--- src/tem_pkg.sv ---
// ----------------------------------------------------------------------------
// Tracker event to MIDI package
// Shared types, codes and defaults for the tracker event to MIDI translator.
// ----------------------------------------------------------------------------
`default_nettype none

package tem_pkg;

    // Parameter defaults.
    localparam int TRACK_COUNT_DEF   = 64;
    localparam int CHANNEL_COUNT_DEF = 16;

    // Note codes.
    localparam logic [7:0] NOTE_OFF_CODE = 8'd120;
    localparam logic [7:0] NOTE_RAW_CODE = 8'd123;

    // Effect command codes.
    localparam logic [7:0] CMD_PATCH = 8'hC1;
    localparam logic [7:0] CMD_CHAN  = 8'hC2;
    localparam logic [7:0] CMD_VOL_A = 8'hCC;
    localparam logic [7:0] CMD_VOL_B = 8'h0C;

    localparam logic [7:0] INS_NONE = 8'd255;

    // MIDI message types (status high nibble).
    localparam logic [3:0] STATUS_NOTE_OFF = 4'h8;
    localparam logic [3:0] STATUS_NOTE_ON  = 4'h9;
    localparam logic [3:0] STATUS_CTRL     = 4'hB;
    localparam logic [3:0] STATUS_PATCH    = 4'hC;

    localparam logic [6:0] CTRL_ALL_NOTES_OFF = 7'h7B;

    localparam logic [6:0] VELOCITY_RESET = 7'd100;

    typedef struct packed {
        logic       action;
        logic [5:0] track;
        logic [7:0] note_code;
        logic [7:0] instrument;
        logic [7:0] command;
        logic [7:0] argument;
    } evt_t;

    typedef struct packed {
        logic [7:0] status_byte;
        logic [6:0] first_data;
        logic [6:0] second_data;
        logic       last_of_run;
    } msg_word_t;

    // One three-byte message before it is tagged with its position in a run.
    typedef struct packed {
        logic [7:0] status;
        logic [6:0] data1;
        logic [6:0] data2;
    } msg_t;

    typedef enum logic [2:0] {
        KIND_NONE,
        KIND_ON,
        KIND_OFF,
        KIND_RAW,
        KIND_STOP
    } kind_t;

    // Classified event as it travels from the front end to the back end.
    typedef struct packed {
        kind_t      kind;
        logic       set_chan;
        logic [3:0] chan_val;
        logic       patch;
        logic [6:0] patch_prog;
        logic       remap;
        logic [3:0] remap_val;
        logic [6:0] note;
        logic [6:0] vel;
        msg_t       raw;
    } rec_t;

endpackage

`default_nettype wire

--- src/tem_front.sv ---
// ----------------------------------------------------------------------------
// Tracker event front end
// Accepts events, drops out-of-range tracks and classifies the rest.
// ----------------------------------------------------------------------------
`default_nettype none

module tem_front #(
    parameter int TRACK_COUNT = tem_pkg::TRACK_COUNT_DEF,
    localparam int TW = (TRACK_COUNT > 1) ? $clog2(TRACK_COUNT) : 1
) (
    input  logic              evt_valid,
    output logic              evt_ready,
    input  tem_pkg::evt_t     evt,
    input  logic [6:0]        default_velocity,
    output logic              push_valid,
    input  logic              push_ready,
    output logic [TW-1:0]     push_idx,
    output tem_pkg::rec_t     push_rec
);

    logic          in_range;
    logic [TW+5:0] track_ext;

    assign in_range  = (32'(evt.track) < TRACK_COUNT);
    assign track_ext = (TW + 6)'(evt.track);
    assign push_idx  = track_ext[TW-1:0];

    // Items for tracks that do not exist are taken and dropped here.
    assign evt_ready  = push_ready;
    assign push_valid = evt_valid && (evt.action || in_range);

    always_comb
    begin
        push_rec = '0;
        if (evt.action) begin
            push_rec.kind = tem_pkg::KIND_STOP;
        end else if (evt.note_code < tem_pkg::NOTE_OFF_CODE) begin
            push_rec.kind = tem_pkg::KIND_ON;
        end else if (evt.note_code == tem_pkg::NOTE_OFF_CODE) begin
            push_rec.kind = tem_pkg::KIND_OFF;
        end else if (evt.note_code == tem_pkg::NOTE_RAW_CODE) begin
            push_rec.kind = tem_pkg::KIND_RAW;
        end else begin
            push_rec.kind = tem_pkg::KIND_NONE;
        end

        push_rec.set_chan   = (evt.command == tem_pkg::CMD_CHAN);
        push_rec.chan_val   = evt.argument[3:0];
        push_rec.patch      = (evt.command == tem_pkg::CMD_PATCH);
        push_rec.patch_prog = evt.argument[6:0];
        push_rec.remap      = (evt.instrument != tem_pkg::INS_NONE);
        push_rec.remap_val  = evt.instrument[3:0];
        push_rec.note       = evt.note_code[6:0];

        if (evt.command == tem_pkg::CMD_VOL_A || evt.command == tem_pkg::CMD_VOL_B) begin
            push_rec.vel = evt.argument[7:1];
        end else begin
            push_rec.vel = default_velocity;
        end

        // A raw message needs no track state, so it is built completely here.
        if (evt.instrument[7:4] == tem_pkg::STATUS_PATCH) begin
            push_rec.raw.status = {tem_pkg::STATUS_PATCH, evt.instrument[3:0]};
            push_rec.raw.data1  = evt.command[6:0];
            push_rec.raw.data2  = 7'd0;
        end else begin
            push_rec.raw.status = evt.instrument;
            push_rec.raw.data1  = evt.command[6:0];
            push_rec.raw.data2  = evt.argument[6:0];
        end
    end

endmodule

`default_nettype wire

--- src/tem_queue.sv ---
// ----------------------------------------------------------------------------
// Tracker event queue
// Two-entry queue that decouples the front end from the back end.
// ----------------------------------------------------------------------------
`default_nettype none

module tem_queue #(
    parameter int WIDTH = 8
) (
    input  logic             clk,
    input  logic             rst_n,
    input  logic             in_valid,
    output logic             in_ready,
    input  logic [WIDTH-1:0] in_data,
    output logic             out_valid,
    input  logic             out_ready,
    output logic [WIDTH-1:0] out_data
);

    localparam logic [1:0] ENTRIES = 2'd2;

    logic [WIDTH-1:0] store_reg [2];
    logic             wr_ptr_reg;
    logic             rd_ptr_reg;
    logic [1:0]       count_reg;
    logic [1:0]       count_next;
    logic             push;
    logic             pop;

    assign in_ready  = (count_reg != ENTRIES);
    assign out_valid = (count_reg != 2'd0);
    assign out_data  = store_reg[rd_ptr_reg];
    assign push      = in_valid && in_ready;
    assign pop       = out_valid && out_ready;

    always_comb
    begin
        count_next = count_reg;
        if (push && !pop) begin
            count_next = count_reg + 2'd1;
        end else if (pop && !push) begin
            count_next = count_reg - 2'd1;
        end
    end

    always_ff @(posedge clk or negedge rst_n)
    begin
        if (!rst_n) begin
            wr_ptr_reg <= 1'b0;
            rd_ptr_reg <= 1'b0;
            count_reg  <= 2'd0;
        end else begin
            count_reg <= count_next;
            if (push) begin
                wr_ptr_reg <= !wr_ptr_reg;
            end
            if (pop) begin
                rd_ptr_reg <= !rd_ptr_reg;
            end
        end
    end

    always_ff @(posedge clk)
    begin
        if (push) begin
            store_reg[wr_ptr_reg] <= in_data;
        end
    end

endmodule

`default_nettype wire

--- src/tem_back.sv ---
// ----------------------------------------------------------------------------
// Tracker event back end
// Looks up track state, updates it and sends the resulting MIDI words.
// ----------------------------------------------------------------------------
`default_nettype none

module tem_back #(
    parameter int TRACK_COUNT   = tem_pkg::TRACK_COUNT_DEF,
    parameter int CHANNEL_COUNT = tem_pkg::CHANNEL_COUNT_DEF,
    localparam int TW = (TRACK_COUNT > 1) ? $clog2(TRACK_COUNT) : 1
) (
    input  logic               clk,
    input  logic               rst_n,
    input  logic               q_valid,
    output logic               q_ready,
    input  logic [TW-1:0]      q_idx,
    input  tem_pkg::rec_t      q_rec,
    output logic               msg_valid,
    input  logic               msg_ready,
    output tem_pkg::msg_word_t msg
);

    localparam int CW = $clog2(CHANNEL_COUNT);

    typedef enum logic [2:0] {
        S_IDLE = 3'b001,
        S_CALC = 3'b010,
        S_EMIT = 3'b100
    } state_t;

    typedef struct packed {
        logic [6:0] note;
        logic [3:0] chan;
    } entry_t;

    state_t             state_reg;
    state_t             state_next;
    tem_pkg::rec_t      rec_reg;
    logic [TW-1:0]      idx_reg;
    entry_t             rd_reg;
    entry_t             track_mem [TRACK_COUNT];
    logic [TRACK_COUNT-1:0] note_valid_reg;
    logic [TRACK_COUNT-1:0] chan_valid_reg;

    tem_pkg::msg_t      list_reg [3];
    logic [1:0]         list_cnt_reg;
    logic [1:0]         list_idx_reg;
    logic               stop_reg;
    logic [CW-1:0]      chan_cnt_reg;

    logic               out_valid_reg;
    tem_pkg::msg_word_t out_word_reg;

    tem_pkg::msg_t      calc_list [3];
    logic [1:0]         calc_cnt;
    logic [3:0]         ch_cur;
    logic [3:0]         ch_a;
    logic [3:0]         ch_b;
    logic               nv;
    logic               note_set;
    logic               note_clear;
    logic               mem_we;
    entry_t             wr_entry;

    tem_pkg::msg_t      cur_msg;
    logic               cur_last;
    logic               load_ok;
    logic               load;
    logic               pop;

    // ------------------------------------------------------------------
    // Current message of the run and handshake toward the output stage.
    // ------------------------------------------------------------------
    always_comb
    begin
        if (stop_reg) begin
            cur_msg.status = {tem_pkg::STATUS_CTRL, 4'(chan_cnt_reg)};
            cur_msg.data1  = tem_pkg::CTRL_ALL_NOTES_OFF;
            cur_msg.data2  = 7'd0;
            cur_last       = (chan_cnt_reg == CW'(CHANNEL_COUNT - 1));
        end else begin
            cur_msg  = list_reg[list_idx_reg];
            cur_last = (list_idx_reg == (list_cnt_reg - 2'd1));
        end
    end

    assign load_ok = !out_valid_reg || msg_ready;
    assign load    = (state_reg == S_EMIT) && load_ok;
    assign pop     = q_valid && ((state_reg == S_IDLE) || (load && cur_last));
    assign q_ready = pop;

    // ------------------------------------------------------------------
    // State lookup result: messages and write-back for the current event.
    // ------------------------------------------------------------------
    always_comb
    begin
        calc_list  = '{default: '0};
        calc_cnt   = 2'd0;
        note_set   = 1'b0;
        note_clear = 1'b0;
        nv         = note_valid_reg[idx_reg];
        ch_cur     = chan_valid_reg[idx_reg] ? rd_reg.chan : 4'd0;
        ch_a       = rec_reg.set_chan ? rec_reg.chan_val : ch_cur;
        ch_b       = ch_a;

        if (rec_reg.patch) begin
            calc_list[calc_cnt].status = {tem_pkg::STATUS_PATCH, ch_a};
            calc_list[calc_cnt].data1  = rec_reg.patch_prog;
            calc_list[calc_cnt].data2  = 7'd0;
            calc_cnt                   = calc_cnt + 2'd1;
        end

        unique case (rec_reg.kind)
            tem_pkg::KIND_ON:
            begin
                if (rec_reg.remap) begin
                    ch_b = rec_reg.remap_val;
                end
                if (nv) begin
                    calc_list[calc_cnt].status = {tem_pkg::STATUS_NOTE_OFF, ch_b};
                    calc_list[calc_cnt].data1  = rd_reg.note;
                    calc_list[calc_cnt].data2  = 7'd0;
                    calc_cnt                   = calc_cnt + 2'd1;
                end
                calc_list[calc_cnt].status = {tem_pkg::STATUS_NOTE_ON, ch_b};
                calc_list[calc_cnt].data1  = rec_reg.note;
                calc_list[calc_cnt].data2  = rec_reg.vel;
                calc_cnt                   = calc_cnt + 2'd1;
                note_set                   = 1'b1;
            end
            tem_pkg::KIND_OFF:
            begin
                // Without a sounding note the instrument does not remap.
                if (nv) begin
                    if (rec_reg.remap) begin
                        ch_b = rec_reg.remap_val;
                    end
                    calc_list[calc_cnt].status = {tem_pkg::STATUS_NOTE_OFF, ch_b};
                    calc_list[calc_cnt].data1  = rd_reg.note;
                    calc_list[calc_cnt].data2  = 7'd0;
                    calc_cnt                   = calc_cnt + 2'd1;
                    note_clear                 = 1'b1;
                end
            end
            tem_pkg::KIND_RAW:
            begin
                calc_list[calc_cnt] = rec_reg.raw;
                calc_cnt            = calc_cnt + 2'd1;
            end
            tem_pkg::KIND_NONE, tem_pkg::KIND_STOP:
            begin
            end
            default:
            begin
            end
        endcase

        mem_we        = (state_reg == S_CALC) && (rec_reg.kind != tem_pkg::KIND_STOP);
        wr_entry.chan = ch_b;
        wr_entry.note = note_set ? rec_reg.note : rd_reg.note;
    end

    // ------------------------------------------------------------------
    // Sequencer.
    // ------------------------------------------------------------------
    always_comb
    begin
        state_next = state_reg;
        unique case (state_reg)
            S_IDLE:
            begin
                if (pop) begin
                    state_next = S_CALC;
                end
            end
            S_CALC:
            begin
                if (rec_reg.kind == tem_pkg::KIND_STOP || calc_cnt != 2'd0) begin
                    state_next = S_EMIT;
                end else begin
                    state_next = S_IDLE;
                end
            end
            S_EMIT:
            begin
                if (load && cur_last) begin
                    state_next = pop ? S_CALC : S_IDLE;
                end
            end
            default:
            begin
                state_next = S_IDLE;
            end
        endcase
    end

    always_ff @(posedge clk or negedge rst_n)
    begin
        if (!rst_n) begin
            state_reg      <= S_IDLE;
            note_valid_reg <= '0;
            chan_valid_reg <= '0;
            stop_reg       <= 1'b0;
            list_cnt_reg   <= 2'd0;
            list_idx_reg   <= 2'd0;
            chan_cnt_reg   <= '0;
            out_valid_reg  <= 1'b0;
        end else begin
            state_reg <= state_next;

            if (mem_we) begin
                chan_valid_reg[idx_reg] <= 1'b1;
                if (note_set) begin
                    note_valid_reg[idx_reg] <= 1'b1;
                end else if (note_clear) begin
                    note_valid_reg[idx_reg] <= 1'b0;
                end
            end

            if (state_reg == S_CALC) begin
                stop_reg     <= (rec_reg.kind == tem_pkg::KIND_STOP);
                list_cnt_reg <= calc_cnt;
                list_idx_reg <= 2'd0;
                chan_cnt_reg <= '0;
            end else if (load) begin
                list_idx_reg <= list_idx_reg + 2'd1;
                chan_cnt_reg <= chan_cnt_reg + CW'(1);
            end

            if (load) begin
                out_valid_reg <= 1'b1;
            end else if (msg_ready) begin
                out_valid_reg <= 1'b0;
            end
        end
    end

    // Payload registers and the track state memory.
    always_ff @(posedge clk)
    begin
        if (pop) begin
            rec_reg <= q_rec;
            idx_reg <= q_idx;
            rd_reg  <= track_mem[q_idx];
        end
        if (mem_we) begin
            track_mem[idx_reg] <= wr_entry;
        end
        if (state_reg == S_CALC) begin
            list_reg <= calc_list;
        end
        if (load) begin
            out_word_reg.status_byte <= cur_msg.status;
            out_word_reg.first_data  <= cur_msg.data1;
            out_word_reg.second_data <= cur_msg.data2;
            out_word_reg.last_of_run <= cur_last;
        end
    end

    assign msg_valid = out_valid_reg;
    assign msg       = out_word_reg;

endmodule

`default_nettype wire

--- src/tracker_event_to_midi.sv ---
// ----------------------------------------------------------------------------
// Tracker event to MIDI translator
// Turns tracker pattern events into three-byte MIDI short messages.
// ----------------------------------------------------------------------------
// Flow: an accepted event word passes through the queue, the lookup registers
// and the message list before its first word is loaded into the output register.
// Each event takes a lookup step and then sends its message words one at a time
// (one to three, one per channel for a stop); an event may also send nothing.
// Reset: all tracks have no sounding note and map to channel 0; the default
// velocity returns to 100. No clearing pass is needed; the block is ready at once.
`default_nettype none

module tracker_event_to_midi #(
    parameter int TRACK_COUNT   = tem_pkg::TRACK_COUNT_DEF,
    parameter int CHANNEL_COUNT = tem_pkg::CHANNEL_COUNT_DEF
) (
    input  logic               clk,
    input  logic               rst_n,
    input  logic               cfg_valid,
    output logic               cfg_ready,
    input  logic [6:0]         cfg_data,
    input  logic               evt_valid,
    output logic               evt_ready,
    input  tem_pkg::evt_t      evt,
    output logic               msg_valid,
    input  logic               msg_ready,
    output tem_pkg::msg_word_t msg
);

    localparam int TW = (TRACK_COUNT > 1) ? $clog2(TRACK_COUNT) : 1;
    localparam int RW = $bits(tem_pkg::rec_t);
    localparam int QW = TW + RW;

    // The default velocity register. Writes must arrive only while the block is
    // idle; the user is bound to this, the block itself does not enforce it.
    logic [6:0]     default_velocity_reg;

    logic           push_valid;
    logic           push_ready;
    logic [TW-1:0]  push_idx;
    tem_pkg::rec_t  push_rec;

    logic           q_valid;
    logic           q_ready;
    logic [QW-1:0]  q_data;
    tem_pkg::rec_t  q_rec;
    logic [TW-1:0]  q_idx;

    assign cfg_ready = 1'b1;

    always_ff @(posedge clk or negedge rst_n)
    begin
        if (!rst_n) begin
            default_velocity_reg <= tem_pkg::VELOCITY_RESET;
        end else if (cfg_valid) begin
            default_velocity_reg <= cfg_data;
        end
    end

    // The front end classifies each incoming word: stop, note on, note off,
    // raw message or effects only. It works out everything that needs no
    // track state, such as the velocity and the raw message bytes.
    tem_front #(
        .TRACK_COUNT (TRACK_COUNT)
    ) u_front (
        .evt_valid        (evt_valid),
        .evt_ready        (evt_ready),
        .evt              (evt),
        .default_velocity (default_velocity_reg),
        .push_valid       (push_valid),
        .push_ready       (push_ready),
        .push_idx         (push_idx),
        .push_rec         (push_rec)
    );

    // A short queue lets the front end keep taking words while the back end
    // is still sending the messages of earlier events.
    tem_queue #(
        .WIDTH (QW)
    ) u_queue (
        .clk       (clk),
        .rst_n     (rst_n),
        .in_valid  (push_valid),
        .in_ready  (push_ready),
        .in_data   ({push_idx, push_rec}),
        .out_valid (q_valid),
        .out_ready (q_ready),
        .out_data  (q_data)
    );

    assign q_rec = q_data[RW-1:0];
    assign q_idx = q_data[QW-1:RW];

    // The back end reads the track's note and channel, builds up to three
    // messages (or an All Notes Off word per channel for a stop), writes the
    // track state back and feeds an output register one word per cycle unless
    // stalled. Events go in order, so a read never overtakes an earlier write.
    tem_back #(
        .TRACK_COUNT   (TRACK_COUNT),
        .CHANNEL_COUNT (CHANNEL_COUNT)
    ) u_back (
        .clk       (clk),
        .rst_n     (rst_n),
        .q_valid   (q_valid),
        .q_ready   (q_ready),
        .q_idx     (q_idx),
        .q_rec     (q_rec),
        .msg_valid (msg_valid),
        .msg_ready (msg_ready),
        .msg       (msg)
    );

endmodule

`default_nettype wire

--- config.mk ---
export PLATFORM = sky130hd
export DESIGN_NAME = tracker_event_to_midi
export DESIGN_NICKNAME = d
export VERILOG_FILES = /design/src/tem_pkg.sv /design/src/tem_front.sv /design/src/tem_queue.sv /design/src/tem_back.sv /design/src/tracker_event_to_midi.sv
export SDC_FILE = /design/constraint.sdc
export NUM_CORES = 2
export LEC_CHECK = 0
export BUFFER_PORTS_ARGS = -buffer_cell sky130_fd_sc_hd__buf_2
export CORE_UTILIZATION = 55
export DETAILED_ROUTE_END_ITERATION = 8
export GPL_TIMING_DRIVEN = 0
export HOLD_SLACK_MARGIN = 0.02
export PLACE_DENSITY = 0.71
export SLEW_MARGIN = 10
export SYNTH_ARGS = -nofsm -noshare
export SYNTH_HDL_FRONTEND = slang
export SYNTH_SLANG_ARGS = --single-unit
--- constraint.sdc ---
create_clock -name clk -period 7.5 [get_ports clk]
set_clock_uncertainty 0.15 [all_clocks]
set_input_delay 1.5 -clock clk [delete_from_list [all_inputs] [get_ports clk]]
set_output_delay 1.5 -clock clk [all_outputs]
set_load 0.01 [all_outputs]
**Yosys cells after proc, flatten, opt, wreduce, memory -nomap -nowiden**

Memories as Yosys holds them, arrays and structs flattened. A register that Yosys moved wholly into a read port is not among the register bits.
Index checks and enable logic that the tools add are counted.

- $add $sub $neg: 7
- Magnitude comparators: 8
- Equality and inequality tests: 21
- Mux-type cells: 81
- Bitwise operators: 7
- Reductions and logical operators: 28

Operators with widths:

| kind | count |
|---|---|
| 66-bit bitwise mux | 10 |
| 22-bit demux with 2-bit select | 7 |
| 66-bit 2-to-1 mux | 3 |
| 66-bit case mux with 3 select lines | 1 |
| 22-bit 2-to-1 mux | 7 |
| 64-bit 2-to-1 mux | 2 |
| 64-bit OR | 2 |
| 64-bit bitwise AND | 1 |
| 64-bit inverter | 1 |
| 22-bit binary-select mux with 2-bit select | 1 |
| 4-bit 2-to-1 mux | 9 |
| 14-bit 2-to-1 mux | 2 |
| 7-bit 2-to-1 mux | 4 |
| 8-bit == test, second input constant | 3 |
| 18-bit 2-to-1 mux | 1 |
| 3-bit 2-to-1 mux | 6 |
| 8-bit by 7-bit == test with 1-bit output, second input constant | 2 |
| 2-bit 2-to-1 mux | 8 |
| 1-bit 2-to-1 mux | 14 |
| 1-bit binary-select mux with 6-bit select | 2 |
| 2-bit nonzero test | 6 |
| 1-bit logical AND | 11 |
| 3-bit by 2-bit == test with 1-bit output, second input constant | 3 |
| 3-bit >= comparator, second input constant | 3 |
| 26 further kinds | 43 |

- Register bits after elaboration: 304
- RAM bits: 830
- Bits of input ports: 51
- Output and inout port bits: 26
- Memories: 2

Memories:

| name | depth | bits a word | read ports | clocked after Yosys merged registers in | wr ports | RTL line | RTL |
|---|---|---|---|---|---|---|---|
| u_back.track_mem | 64 | 11 | 1 | 1 | 1 | tem_back.sv:41 | `entry_t track_mem [TRACK_COUNT];` |
| u_queue.store_reg | 2 | 63 | 1 | 0 | 1 | tem_queue.sv:22 | `logic [WIDTH-1:0] store_reg [2];` |

**Longest topological paths before layout**

- Depth after elaboration: 15
- Gate-level depth with buffers: 17

**Modules after synthesis**

Synthesis repeated with hierarchy kept, for this count alone.

- Cells, all modules: 2,422
- Area, all modules: 46,255.6 um^2

By module, submodules not included:

| module | instances | cells an instance | area an instance (um^2) |
|---|---|---|---|
| tem_back | 1 | 2,111 | 40,321.2 |
| tem_queue | 1 | 214 | 5,039.8 |
| tem_front | 1 | 80 | 588.1 |
| tracker_event_to_midi | 1 | 17 | 306.5 |

**Least setup slack after synthesis**

No wires, ideal clock.

- Path kind: input-to-reg
- Start: input msg_ready
- End: register u_queue.count_reg[1]
- Setup time: 0.079 ns
- Data arrival time: 7.594 ns
- Required time: 7.271 ns
- Setup slack: -0.323 ns
- Cell stages on the path: 9
- Cells stage by stage: inv_1 > a21oi_1 > nand2_1 > a21oi_1 > inv_1 > ha_1 > xor2_1 > nor2_1 > xor2_1

- Cells in the longest elaborated chain, start to end: 9
- Elaborated cells between the ends (all ways): 11
- Those cells by class: 1 x mux; 10 x reduce/logical

RTL lines:

| what | RTL line | RTL |
|---|---|---|
| from (decl) | tracker_event_to_midi.sv:26 | `input logic msg_ready,` |
| 1-bit logical OR * | tem_back.sv:87 | `assign load_ok = !out_valid_reg \|\| msg_ready;` |
| 1-bit logical AND * | tem_back.sv:88 | `assign load = (state_reg == S_EMIT) && load_ok;` |
| named net u_back.load | tem_back.sv:68 | `logic load;` |
| 1-bit logical AND * | tem_back.sv:89 | `assign pop = q_valid && ((state_reg == S_IDLE) \|\| (load && cur_last));` |
| 1-bit logical OR * | tem_back.sv:89 |  |
| 1-bit logical AND * | tem_back.sv:89 |  |
| named net q_ready | tracker_event_to_midi.sv:44 | `logic q_ready;` |
| 1-bit logical AND * | tem_queue.sv:34 | `assign pop = out_valid && out_ready;` |
| 1-bit zero test | tem_queue.sv:39 | `if (push && !pop) begin` |
| 1-bit logical AND | tem_queue.sv:39 |  |
| 2-bit 2-to-1 mux or 2-bit nonzero test (tied branches) | -- |  |
| to (signal assigned) | tem_queue.sv:53 | `count_reg <= count_next;` |
| to (decl) | tem_queue.sv:25 | `logic [1:0] count_reg;` |

The timed path passes the listed nets; every way through them passes the cells marked *.
A chain may end at the register's enable or synchronous reset.

**Worst setup path after layout**

- Start: register u_back.idx_reg[2]
- End: register u_back.state_reg[0]

- Cells in the longest elaborated chain, start to end: 10

RTL lines:

| what | RTL line | RTL |
|---|---|---|
| from (decl) | tem_back.sv:39 | `logic [TW-1:0] idx_reg;` |
| from (signal assigned) | tem_back.sv:243 | `idx_reg <= q_idx;` |
| 1-bit binary-select mux with 6-bit select * | tem_back.sv:101 | `nv = note_valid_reg[idx_reg];` |
| 1-bit 2-to-1 mux (not written as such) * | tem_back.sv:101 |  |
| 2-bit 2-to-1 mux * | tem_back.sv:119, tem_back.sv:134 |  |
| 2-bit 2-to-1 mux | tem_back.sv:113 | `unique case (rec_reg.kind)` |
| 2-bit by 1-bit adder with 2-bit output | tem_back.sv:128 | `calc_cnt = calc_cnt + 2'd1;` |
| 2-bit case mux with 3 select lines * | tem_back.sv:113 |  |
| 2-bit nonzero test * | tem_back.sv:178 | `if (rec_reg.kind == tem_pkg::KIND_STOP \|\| calc_cnt != 2'd0) begin` |
| 1-bit logical OR * | tem_back.sv:178 |  |
| 3-bit 2-to-1 mux * | tem_back.sv:178 |  |
| 3-bit case mux with 3 select lines * | tem_back.sv:169 | `unique case (state_reg)` |
| to (signal assigned) | tem_back.sv:209 | `state_reg <= state_next;` |
| to (decl) | tem_back.sv:36 | `state_t state_reg;` |

Mark *: on every way between the ends. The rest lies on a longest branch, timed or not. The select of a mux whose other input is x is not followed.

==> metrics.md <==
| Metric | Value |
|---|---|
| Worst slew margin | 0.1373 |
| Post-route ant nets | 0 |
| Status | completed |
| Util after Layout | 0.6344 |
| Count of cell types in the netlist | 68 |
| Fmax | 0.1985 GHz |
| Pwr/cell area | 432.8 nW/um2 |
| Total track usage | 0.2901 |
| Final hold slack | 0.3155 ns |
| Yosys reg bits | 1118 |
| Mapped cell area | 45640 um2 |
| Hold_sp | u_back.chan_valid_reg[23]$_DFFE_PN0P_ |
| Reg clk slew, reported paths | 0.06 ns |
| ANT cells | 0 |
| Layout area overhead | 14.13% |
| Port buffer count | 74 |
| Grt total ovfl | 0 |
| Synth async-reset ratio | 0.1360 |
| Fraction of the yosys area taken by sequential cells | 0.7190 |
| EDFF count, synth | 966 |
| Post-synth top cells | 966 x edfxtp_1, 693 x nand2_1, 182 x nand3_1, 161 x clkbuf_1, 148 x dfrtp_1 |
| FF-to-FF Start | u_back.idx_reg[2]$_DFFE_PP_ |
| Synth Instances | 3309 |
| Hpwl dp | 83.85 mm |
| Vias in the first global route | 28430 |
| Post-CTS Setup Bufs | 0 |
| Dominant cell type by area after synthesis | edfxtp_1 |
| Startpoint Class | register |
| Worst reg-to-reg path cell count | 16 |
| Crit path max fanout | 11 |
| Via density | 6.226 |
| CP endpoint kind | register |
| Max reg flops | 704 |
| Pin count of the biggest net entering global routing | 88 |
| R2R Setup Slk | 2.46 ns |
| Fin. Hold Viols | 0 |
| WL/cell | 26.04 um |
| Worst Path Class, Setup | register to register |
| Most used DFF post-synth | edfxtp_1 |
| Most area-consuming cells after synthesis | edfxtp_1 64%, dfrtp_1 8.1%, nand2_1 5.7%, a311oi_1 2.1%, mux2i_1 2.1% |
| CP required | 7.94 ns |
| Drc violations | 0 |
| # setup viols final | 0 |
| # placed instances | 4499 |
| Initial Util | 0.5559 |
| Max-Cap Viols | 0 |
| Place WS | 2.366 ns |
| Share of cells above drive strength 1 | 0.1540 |
| Worst hold path type | register to register |
| Hold Path Depth | 1 |
| Post-layout total power | 22.55 mW |
| Final std cells w/o fill | 4700 |
| Post_cts resized | 0 |
| Antenna violations before repair | 1 |
| IO Pins | 77 |
| H-tree depth | 3 |
| Maximum VDD drop | 238.7 uV |
| Hold Buf Count CTS | 0 |
| Post-synth top area share | 0.6355 |
| Total CTS buffers | 110 |
| Fillers | 5905 |
| Worst-Margin Slew | 1.289 ns |
| Final period util | 0.6719 |
| WHS Endpoint | u_back.chan_valid_reg[23]$_DFFE_PN0P_ |
| CTS Sinks | 1118 |
| Period minus WS final | 5.039 ns |
| Clock buffer depth | 3 |
| Die height | 290.1 um |
| TritonCTS clock tree | built |
| Reg-to-reg critical path endpoint | u_back.state_reg[0]$_DFFE_PN1P_ |
| Root buffer cell | clkbuf_16 |
| Max-slew violations | 0 |
| First-pass GRT wire length | 180.8 mm |
| Register area | 32820 um2 |
| Nets@finish | 3598 |
| RSZ-0062 raised after global routing | no |
| Die area | 84140 um2 |
| Core ar. | 82110 um2 |
| Syn avg cell area | 13.79 um2 |
| Starting DRT DRC Count | 3285 |
| Count leader, synth | edfxtp_1 |
| Setup ws final | 2.461 ns |
| Synth Warn # | 0 |
| GPL Wtd Cong | 1.001 |
| Vias | 29260 |
| Mapped Nets | 3366 |
| Die width | 290.1 um |
| Area of the multi-input gates | 12090 um2 |
| Clock latency on the worst-skew pair | 0.68 ns |
| 1st-pass router iterations | 9 |
| Drt total wl | 122.4 mm |
| CP Data Arrival Time | 5.48 ns |
| Leakage dissipation | 18.77 nW |
| Num rows | 105 |
==> per-stage QoR <==
step	setup TNS, ns	instance area, um2
after detailed placement	0	48620
after CTS	0	52020
after global placement	-1247.94	47360
after global routing	0	52090
after floorplan	0	45650
final	0	52090
==> cells in the final DEF, fill, tap and decap left out, types with 19 or more instances in the layout <==
| cell | Yosys | layout |
|---|---|---|
| edfxtp_1 | 966 | 966 |
| nand2_1 | 693 | 693 |
| clkbuf_1 | 161 | 193 |
| nand3_1 | 182 | 182 |
| dfrtp_1 | 148 | 148 |
| and3_1 | 119 | 118 |
| clkbuf_16 | 0 | 113 |
| a311oi_1 | 110 | 110 |
| buf_2 | 24 | 97 |
| mux2i_1 | 96 | 90 |
| a22o_1 | 82 | 82 |
| mux2_2 | 75 | 75 |
| nor2_1 | 123 | 68 |
| or2_2 | 65 | 65 |
| nor2_2 | 0 | 54 |
| a31oi_1 | 53 | 53 |
| a21oi_1 | 51 | 49 |
| o21ai_0 | 47 | 40 |
| inv_1 | 30 | 30 |
| mux4_2 | 30 | 30 |
| clkinv_1 | 2 | 24 |
| buf_1 | 23 | 23 |
| buf_16 | 0 | 23 |
| nor3_1 | 22 | 22 |
| nor2b_1 | 19 | 19 |
==> logic make-up after synthesis <==
family	after synthesis	synth area share
compound gates	444	0.07459
xor+xnor	13	0.002495
fa+ha+maj	6	0.001645
buf+inv	253	0.02278
flops	1118	0.7190
mux	202	0.05469
other cells	1	0.00008216
simple gates	1272	0.1248
==> worst max-delay path, cell delays in order (launching register included) <==
cell       delay (ns)
edfxtp_1         0.40
buf_2            0.29
buf_2            0.40
buf_2            0.41
mux2i_1          0.28
o2bb2ai_1        0.10
a211oi_1         0.36
o22a_1           0.23
nand4_1          0.22
buf_4            0.27
inv_1            0.09
ha_1             0.26
mux2i_1          0.17
o31ai_1          0.14
o41ai_1          0.83
o21ai_0          0.21
o211ai_1         0.13
==> area by class of cell <==
cell class / instances / share of cell area
tap: 1070 / 0.02570
clock inverter: 43 / 0.005909
inverter: 32 / 0.002306
timing repair buffer: 120 / 0.02673
buffer: 221 / 0.01777
sequential: 1118 / 0.6300
clock buffer: 158 / 0.05945
multi-input combinational: 1938 / 0.2322
==> metal layers <==
metal / share of wire / vias to the layer above / GRT usage
met4: 0.036 / 0 / 0.1094
met5: 0 / - / 0
met2: 0.47 / 1546 / 0.4545
li1: - / 12880 / -
met1: 0.40 / 14560 / 0.4049
met3: 0.094 / 285 / 0.05752
==> worst max-delay path by stage <==
stage | cells after the start | to | startpoint | slack, ns
CTS | 9 | u_back.rd_reg[6]$_DFFE_PP_ | u_queue.rd_ptr_reg$_DFFE_PN0P_ | 2.36
floorplan | 9 | u_queue.count_reg[1]$_DFFE_PN0P_ | msg_ready | 1.01
detailed placement | 9 | u_back.rd_reg[6]$_DFFE_PP_ | u_queue.rd_ptr_reg$_DFFE_PN0P_ | 2.37
global route | 17 | u_back.state_reg[0]$_DFFE_PN1P_ | u_back.idx_reg[0]$_DFFE_PP_ | 2.31
finish | 16 | u_back.state_reg[0]$_DFFE_PN1P_ | u_back.idx_reg[2]$_DFFE_PP_ | 2.46
global placement | 5 | u_back.track_mem[50][8]$_DFFE_PP_ | u_back.rec_reg[55]$_DFFE_PP_ | -2.43
==> power breakdown <==
group          internal, mW  switching [mW]  leakage, nW
registers              8.65           0.405         10.9
clock network          2.99            2.26         1.66
logic                  2.57            5.67         6.25
Power figures use the tool's default switching activity.
